## src/rtl/trivium_keystream_xor_top_defines.svh

```systemverilog
// ----------------------------------------------------------------------------
// trivium keystream xor assertion macros
// concurrent assertion wrappers, compiled out when NO_ASSERTIONS is set
// ----------------------------------------------------------------------------
`ifndef TRIVIUM_KEYSTREAM_XOR_TOP_DEFINES_SVH
`define TRIVIUM_KEYSTREAM_XOR_TOP_DEFINES_SVH

`ifndef NO_ASSERTIONS
// checked only while out of reset
`define TRV_ASSERT(lbl, clk_sig, rstn_sig, prop, msg) \
  lbl: assert property (@(posedge clk_sig) disable iff (!rstn_sig) prop) else $error(msg);
// checked at every edge, reset included
`define TRV_ASSERT_ALWAYS(lbl, clk_sig, prop, msg) \
  lbl: assert property (@(posedge clk_sig) prop) else $error(msg);
`else
`define TRV_ASSERT(lbl, clk_sig, rstn_sig, prop, msg)
`define TRV_ASSERT_ALWAYS(lbl, clk_sig, prop, msg)
`endif

`endif

```

## src/rtl/trv_pkg.sv

```systemverilog
// ----------------------------------------------------------------------------
// trivium package
// shared widths, register indexes and types
// ----------------------------------------------------------------------------
package trv_pkg;

  localparam int StateW       = 288;
  localparam int CellW        = 8;
  localparam int NumCells     = StateW / CellW;
  localparam int KeyW         = 80;
  localparam int IvBase       = 93;
  localparam int RegBBase     = 93;
  localparam int RegCBase     = 177;
  localparam int WarmupRounds = 1152;
  localparam int WarmupCycles = WarmupRounds / CellW;
  localparam int WarmCntW     = $clog2(WarmupCycles + 1);

  localparam int CfgDataW = 64;
  localparam int CfgIdxW  = 2;
  localparam int HalfW    = 16;

  localparam logic [CfgIdxW-1:0] CfgKeyHigh = 2'd0;
  localparam logic [CfgIdxW-1:0] CfgKeyLow  = 2'd1;
  localparam logic [CfgIdxW-1:0] CfgIvHigh  = 2'd2;
  localparam logic [CfgIdxW-1:0] CfgIvLow   = 2'd3;

  localparam logic MODE_RESTART = 1'b0;
  localparam logic MODE_DATA    = 1'b1;

  typedef logic [CellW-1:0]  byte_t;
  typedef logic [StateW-1:0] state_t;

  // one byte per field, bit r belongs to round r of the cycle
  typedef struct packed {
    byte_t ks;
    byte_t n1;
    byte_t n2;
    byte_t n3;
  } trv_fb_t;

  typedef struct packed {
    logic load;
    logic adv;
  } cell_ctl_t;

endpackage

```

## src/rtl/trv_cell.sv

```systemverilog
// ----------------------------------------------------------------------------
// trivium state cell
// one byte of the cipher state, loaded on restart or shifted from its neighbor
// ----------------------------------------------------------------------------
module trv_cell (
  input  logic                 clk,
  input  logic                 rst_n,
  input  trv_pkg::cell_ctl_t   ctl,
  input  trv_pkg::byte_t       load_val,
  input  trv_pkg::byte_t       shift_in,
  output trv_pkg::byte_t       q
);

  trv_pkg::byte_t q_r;
  trv_pkg::byte_t q_nxt;

  always_comb begin
    priority if (ctl.load) begin
      q_nxt = load_val;
    end else if (ctl.adv) begin
      q_nxt = shift_in;
    end else begin
      q_nxt = q_r;
    end
  end

  always_ff @(posedge clk) begin
    if (!rst_n) begin
      q_r <= '0;
    end else begin
      q_r <= q_nxt;
    end
  end

  assign q = q_r;

endmodule

```

## src/rtl/trv_update.sv

```systemverilog
// ----------------------------------------------------------------------------
// trivium eight-round update
// keystream and feedback bits of eight rounds, all taken from the current state
// ----------------------------------------------------------------------------
module trv_update (
  input  trv_pkg::state_t  state,
  output trv_pkg::trv_fb_t fb
);

  always_comb begin
    logic t1;
    logic t2;
    logic t3;
    fb = '0;
    for (int r = 0; r < trv_pkg::CellW; r++) begin
      t1 = state[65 - r] ^ state[92 - r];
      t2 = state[161 - r] ^ state[176 - r];
      t3 = state[242 - r] ^ state[287 - r];
      fb.ks[r] = t1 ^ t2 ^ t3;
      fb.n1[r] = t1 ^ (state[90 - r] & state[91 - r]) ^ state[170 - r];
      fb.n2[r] = t2 ^ (state[174 - r] & state[175 - r]) ^ state[263 - r];
      fb.n3[r] = t3 ^ (state[285 - r] & state[286 - r]) ^ state[68 - r];
    end
  end

endmodule

```

## src/rtl/trivium_keystream_xor_top.sv

```systemverilog
// ----------------------------------------------------------------------------
// trivium keystream xor top
// byte-wide trivium: byte cells advanced eight rounds per warm-up or data cycle
// ----------------------------------------------------------------------------
//  channel  ports                               direction  transfer
//  in       in_valid in_stall in_mode           sink       valid & !stall
//           in_data_byte
//  out      out_valid out_stall out_byte        source     valid & !stall
//  cfg      cfg_we cfg_index cfg_wdata          sink       cfg_we
//
//  a data byte is xored with keystream from the eight-round update unit;
//  bytes can follow back to back while in_stall is low, and each result is
//  registered in the output register, or in the skid entry on a stall.
//  a restart loads the cells, then runs 1152 warm-up rounds, in_stall high.
//  rst_n is synchronous and clears state, key, iv, the warm-up counter and
//  the output valid flags. an output register plus a skid entry keep input
//  flowing; in_stall rises during warm-up or once the skid entry is full.
// ----------------------------------------------------------------------------
`include "trivium_keystream_xor_top_defines.svh"

module trivium_keystream_xor_top (
  input  logic                         clk,
  input  logic                         rst_n,
  input  logic                         in_valid,
  output logic                         in_stall,
  input  logic                         in_mode,
  input  logic [7:0]                   in_data_byte,
  output logic                         out_valid,
  input  logic                         out_stall,
  output logic [7:0]                   out_byte,
  input  logic                         cfg_we,
  input  logic [trv_pkg::CfgIdxW-1:0]  cfg_index,
  input  logic [trv_pkg::CfgDataW-1:0] cfg_wdata
);

  logic [trv_pkg::HalfW-1:0]    key_high_r;
  logic [trv_pkg::CfgDataW-1:0] key_low_r;
  logic [trv_pkg::HalfW-1:0]    iv_high_r;
  logic [trv_pkg::CfgDataW-1:0] iv_low_r;

  logic [trv_pkg::WarmCntW-1:0] warm_cnt_r;
  logic [trv_pkg::WarmCntW-1:0] warm_cnt_nxt;

  logic           out_valid_r;
  logic           out_valid_nxt;
  trv_pkg::byte_t out_byte_r;
  trv_pkg::byte_t out_byte_nxt;
  logic           skid_valid_r;
  logic           skid_valid_nxt;
  trv_pkg::byte_t skid_byte_r;
  trv_pkg::byte_t skid_byte_nxt;

  logic               busy;
  logic               in_xfer;
  logic               restart_xfer;
  logic               data_xfer;
  logic               out_free;
  trv_pkg::byte_t     res_byte;
  trv_pkg::state_t    state;
  trv_pkg::state_t    load_vec;
  trv_pkg::state_t    shift_vec;
  trv_pkg::trv_fb_t   fb;
  trv_pkg::cell_ctl_t cell_ctl;
  logic [trv_pkg::KeyW-1:0] key80;
  logic [trv_pkg::KeyW-1:0] iv80;

  // configuration
  always_ff @(posedge clk) begin
    if (!rst_n) begin
      key_high_r <= '0;
      key_low_r  <= '0;
      iv_high_r  <= '0;
      iv_low_r   <= '0;
    end else if (cfg_we) begin
      unique case (cfg_index)
        trv_pkg::CfgKeyHigh: key_high_r <= cfg_wdata[trv_pkg::HalfW-1:0];
        trv_pkg::CfgKeyLow:  key_low_r  <= cfg_wdata;
        trv_pkg::CfgIvHigh:  iv_high_r  <= cfg_wdata[trv_pkg::HalfW-1:0];
        trv_pkg::CfgIvLow:   iv_low_r   <= cfg_wdata;
        default: ;
      endcase
    end
  end

  assign key80 = {key_high_r, key_low_r};
  assign iv80  = {iv_high_r, iv_low_r};

  // handshake
  assign busy         = (warm_cnt_r != '0);
  assign in_stall     = busy || skid_valid_r;
  assign in_xfer      = in_valid && !in_stall;
  assign restart_xfer = in_xfer && (in_mode == trv_pkg::MODE_RESTART);
  assign data_xfer    = in_xfer && (in_mode == trv_pkg::MODE_DATA);

  // warm-up counter
  always_comb begin
    priority if (restart_xfer) begin
      warm_cnt_nxt = trv_pkg::WarmCntW'(trv_pkg::WarmupCycles);
    end else if (busy) begin
      warm_cnt_nxt = warm_cnt_r - 1'b1;
    end else begin
      warm_cnt_nxt = warm_cnt_r;
    end
  end

  always_ff @(posedge clk) begin
    if (!rst_n) begin
      warm_cnt_r <= '0;
    end else begin
      warm_cnt_r <= warm_cnt_nxt;
    end
  end

  // restart image: key msb first from bit 0, iv from bit 93, top three set
  always_comb begin
    load_vec = '0;
    for (int j = 0; j < trv_pkg::KeyW; j++) begin
      load_vec[j]                  = key80[trv_pkg::KeyW - 1 - j];
      load_vec[trv_pkg::IvBase + j] = iv80[trv_pkg::KeyW - 1 - j];
    end
    load_vec[trv_pkg::StateW-1 -: 3] = 3'b111;
  end

  // shift by one byte, feedback bits inserted at the head of each register
  always_comb begin
    shift_vec = {state[trv_pkg::StateW-trv_pkg::CellW-1:0], trv_pkg::byte_t'(0)};
    for (int b = 0; b < trv_pkg::CellW; b++) begin
      shift_vec[b]                     = fb.n3[trv_pkg::CellW - 1 - b];
      shift_vec[trv_pkg::RegBBase + b] = fb.n1[trv_pkg::CellW - 1 - b];
      shift_vec[trv_pkg::RegCBase + b] = fb.n2[trv_pkg::CellW - 1 - b];
    end
  end

  assign cell_ctl.load = restart_xfer;
  assign cell_ctl.adv  = busy || data_xfer;

  trv_update u_update (
    .state (state),
    .fb    (fb)
  );

  for (genvar c = 0; c < trv_pkg::NumCells; c++) begin : g_cell
    trv_cell u_cell (
      .clk      (clk),
      .rst_n    (rst_n),
      .ctl      (cell_ctl),
      .load_val (load_vec[c*trv_pkg::CellW +: trv_pkg::CellW]),
      .shift_in (shift_vec[c*trv_pkg::CellW +: trv_pkg::CellW]),
      .q        (state[c*trv_pkg::CellW +: trv_pkg::CellW])
    );
  end

  // output register and skid entry
  assign res_byte = in_data_byte ^ fb.ks;
  assign out_free = !out_valid_r || !out_stall;

  always_comb begin
    out_valid_nxt  = out_valid_r;
    out_byte_nxt   = out_byte_r;
    skid_valid_nxt = skid_valid_r;
    skid_byte_nxt  = skid_byte_r;
    if (out_free) begin
      out_valid_nxt  = skid_valid_r || data_xfer;
      out_byte_nxt   = skid_valid_r ? skid_byte_r : res_byte;
      skid_valid_nxt = 1'b0;
    end else if (data_xfer) begin
      skid_valid_nxt = 1'b1;
      skid_byte_nxt  = res_byte;
    end
  end

  always_ff @(posedge clk) begin
    if (!rst_n) begin
      out_valid_r  <= 1'b0;
      skid_valid_r <= 1'b0;
    end else begin
      out_valid_r  <= out_valid_nxt;
      skid_valid_r <= skid_valid_nxt;
    end
  end

  always_ff @(posedge clk) begin
    out_byte_r  <= out_byte_nxt;
    skid_byte_r <= skid_byte_nxt;
  end

  assign out_valid = out_valid_r;
  assign out_byte  = out_byte_r;

  // checks
  `TRV_ASSERT(a_skid_behind_out, clk, rst_n,
    skid_valid_r |-> out_valid_r, "skid entry without output")
  `TRV_ASSERT(a_restart_warmup, clk, rst_n,
    restart_xfer |=> (warm_cnt_r == trv_pkg::WarmCntW'(trv_pkg::WarmupCycles)),
    "warm-up not started")
  `TRV_ASSERT(a_data_result, clk, rst_n,
    data_xfer |=> out_valid_r, "data transfer lost its result")
  `TRV_ASSERT(a_drain, clk, rst_n,
    (out_valid_r && !out_stall && !skid_valid_r && !data_xfer) |=> !out_valid_r,
    "result repeated")

endmodule
```

## config.mk

```make
export PLATFORM = sky130hd
export DESIGN_NAME = trivium_keystream_xor_top
export DESIGN_NICKNAME = d
export VERILOG_FILES = /design/src/rtl/trv_pkg.sv /design/src/rtl/trv_cell.sv /design/src/rtl/trv_update.sv /design/src/rtl/trivium_keystream_xor_top.sv
export VERILOG_INCLUDE_DIRS = /design/src /design/src/rtl
export SDC_FILE = /design/constraint.sdc
export NUM_CORES = 1
export LEC_CHECK = 0
export BUFFER_PORTS_ARGS = -buffer_cell sky130_fd_sc_hd__buf_2
export CELL_PAD_IN_SITES_DETAIL_PLACEMENT = 0
export CELL_PAD_IN_SITES_GLOBAL_PLACEMENT = 1
export CORE_MARGIN = 1
export CORE_UTILIZATION = 25
export DETAILED_ROUTE_END_ITERATION = 8
export GPL_TIMING_DRIVEN = 0
export PLACE_DENSITY_LB_ADDON = 0.1
export SETUP_SLACK_MARGIN = 0.02
export SLEW_MARGIN = 0
export SYNTH_ARGS = -nofsm -noshare
export SYNTH_HDL_FRONTEND = slang
export SYNTH_SLANG_ARGS = --single-unit
```

## constraint.sdc

```tcl
create_clock -name clk -period 2.6 [get_ports clk]
set_input_delay 0.26 -clock clk [delete_from_list [all_inputs] [get_ports clk]]
set_output_delay 0.26 -clock clk [all_outputs]
set_load 0.02 [all_outputs]
```

==> run_results.csv <==
group,metric,value,unit
outcome,status,"completed",
clock_network,cts_htree_levels,2,
global_route,globalRouteMet3Util,2.603,%
global_route,grt_usage,19.27,%
detailed_routing,detail_route.wl_per_cell,21.19,um
layout,stdcell_count,3546,
detailed_routing,ant_nets,0,
clock_network,cts_made_buffers,57,
flow_run,maxCapViolations,0,
synth,synth-seq-cells,474,
detailed_routing,wirelength,75160,um
sta,setup_viol,0,
floorplanning,start_util,25.37,%
clock_network,tritoncts,"done",
detailed_routing,vias_per_cell,4.718,
floorplanning,die_h,277.6,um
synth,synth_edf_count,16,
synth,avgSynthCellArea,8.164,um^2
synth,synth_area_leaders,"dfxtp_1 (48%), nand2_1 (12%), a21oi_1 (7.8%)",
synth,mappedNetlistNets,2407,
setup_path,startpoint,"warm_cnt_r[1]",
floorplanning,io_pins,90,
global_route,antenna_found_initial,2,
setup_path,worst-setup-path-type,"reg -> out",
layout,drive_gt1_share,9.740,%
layout,design_area,0.02326,mm^2
pwr,worst_ir_drop_vdd,0.0005814,V
global_route,top_usage_layer,"met2",
sta,fmax,402.1,MHz
pwr,power,27450,uW
sta,tightest_slew,1115,ps
global_route,grt_util_met2,32.62,%
synth,synth-main-ff-cell,"dfxtp_1",
synth,syn-cell-area,0.01898,mm^2
pwr,p_leak,0.007808,uW
hold_path,hp-start,"cfg_wdata[6]",
placed_design,io_buffers,87,
layout,num-fill-cells,8117,
global_route,grt_util_met1,25.12,%
detailed_routing,drt_iter0_markers,847,
global_route,grt_pass1_vias,16648,
floorplanning,die-area,0.07703,mm^2
synth,synth.largest_area_cell,"dfxtp_1",
layout,syn2layout_area_growth,22.52,%
global_route,grt_overflow_total,0,
clock_network,cts.path.max_buffers,3,
setup_path,start_kind,"flip-flop",
synth,yosys.cell_types.count,41,
sta,final_max_slew_viol_count,0,
sta,hold_viol,0,
detailed_routing,first_pass_iters,5,
layout,final_util,31.08,%
synth,ys_seq_area_share,50.83,%
setup_path,cp.arrival,2230,ps
sta,fin_skew,30.11,ps
placed_design,dp_hpwl,55500,um
sta,rsz0062_at_grt,"false",
floorplanning,num_rows,100,
setup_path,r2r-start,"warm_cnt_r[1]",
detailed_routing,vias,16730,
setup_path,path_max_fanout,4,
sta,relSlewSlack,25.66,%
clock_network,clock-sinks,474,
layout,regArea,0.009649,mm^2
layout,fin_nets,2617,
layout,multi_input_area,0.008547,mm^2
setup_path,endpoint_kind,"primary output",
clock_network,clk_latency,620,ps
setup_path,required,2340,ps
placed_design,dp_cells,3382,
detailed_routing,drcViolationCount,0,
hold_path,min_path_type,"in -> reg",
layout,antenna_cells,0,
clock_network,cts_root_buffer,"clkbuf_16",
global_route,grt_pass1_wl,110700,um
synth,synthesis.instances,2325,
sta,period_needed,2487,ps
global_route,grt_max_degree,15,
sta,period_share,95.64,%
clock_network,cts.clk_slew.worst_paths,60,ps
synth,yosysTopAreaCellShare,48.30,%
synth,async_reset_ff_share,0,%
placed_design,gp_congestion,0.8133,
floorplanning,core,0.07482,mm^2
pwr,powerDensity,1180,mW/mm^2
floorplanning,die_w,277.6,um
placed_design,dpl_cell_area,0.02064,mm^2
synth,yosysWarnings,0,
placed cells by master, fill, tap and decap left out, types with 21 or more instances in the layout:
| cell | n |
|---|---|
| o21ai_0 | 144 |
| nand2_1 | 586 |
| a21oi_1 | 295 |
| or3_1 | 147 |
| clkbuf_1 | 141 |
| clkbuf_16 | 57 |
| buf_2 | 117 |
| dfxtp_1 | 458 |
| xnor2_1 | 72 |
| a211oi_1 | 153 |
| nor2_1 | 172 |
| xor2_1 | 21 |
| dlygate4sd3_1 | 59 |
sequential cells by signal, summed over array words and instances (netlist names):
| name | count |
|---|---|
| g_cell.u_cell.q | 288 |
| iv_low_r | 64 |
| key_low_r | 64 |
| iv_high_r | 16 |
| key_high_r | 16 |
| out_byte | 8 |
| skid_byte_r | 8 |
| warm_cnt_r | 8 |
| out_valid | 1 |
| skid_valid_r | 1 |
routing by layer:
layer | vias to the layer above | routed length (um)
li1 | 8350 | -
met3 | 102 | 2237
met2 | 264 | 35940
met5 | - | 0
met4 | 0 | 2297
met1 | 8014 | 34680
synthesized netlist by cell type, types with 8 or more instances:
cell	count
buf_2	30
xnor2_1	72
clkbuf_1	137
o221ai_1	13
buf_1	17
nand2_1	586
or3_1	147
xor2_1	21
edfxtp_1	16
a211oi_1	153
dfxtp_1	458
nor2_1	172
o21ai_0	144
a21oi_1	295
buf_4	12
mux2_2	8
metrics by stage:
step	worst slack, ps	hold WS, ps	setup TNS [ps]
2_1_floorplan	91.10	396.0	0
3_3_place_gp	-1434	437.8	-180780
3_5_place_dp	-872.8	442.2	-172800
4_1_cts	41.44	1.627	0
5_1_grt	26.99	15.15	0
6_report	113.3	35.59	0
what timing repair did:
| item | CTS | global route |
|---|---|---|
| pin swaps | 1 | 1 |
| buffers inserted | 2 | 2 |
| setup endpoints to repair | 298 | 136 |
| hold endpoints to repair | 121 | 0 |
| hold buffers | 59 | 0 |
| gates resized for setup | 19 | 4 |
report_power, final:
group | internal (uW) | switching [uW]
clock | 5030 | 3220
combinational | 3170 | 5620
sequential | 8970 | 1440
path summary, 6_finish.rpt:
| path | endpoint | slack (ps) | depth (start not counted) |
|---|---|---|---|
| worst min register to register | iv_low_r[5] | 450 | 2 |
| worst max register to register | g_cell[2].u_cell.q[6] | 160 | 7 |
| worst max-delay path | in_stall | 110 | 5 |
| worst min-delay path | key_low_r[6] | 40 | 3 |
logic make-up (layout without fill, tap and decap cells):
| family | count (synthesis) | count (layout) | share of synthesized area (%) |
|---|---|---|---|
| flops | 474 | 474 | 50.83 |
| buf+inv | 200 | 452 | 4.390 |
| fa+ha+maj | 2 | 2 | 0.1318 |
| xor+xnor | 96 | 96 | 4.647 |
| mux | 11 | 11 | 0.6328 |
| simple gates | 927 | 927 | 20.69 |
| compound gates | 615 | 615 | 18.67 |
cell type report:
cell class	count	area share, %
Sequential cell	474	41.49
Multi-Input combinational cell	1651	36.75
Clock buffer	87	7.263
Tap cell	969	5.213
Timing Repair Buffer	151	4.627
Buffer	196	3.615
Clock inverter	14	0.9791
Inverter	4	0.06456
worst max-delay path, stage by stage (launching register included):
cell	delay, ps
dfxtp_1	340
inv_1	110
ha_4	150
or4b_4	500
or3_1	350
buf_2	170
No activity file was read; power rests on OpenSTA's default activity.
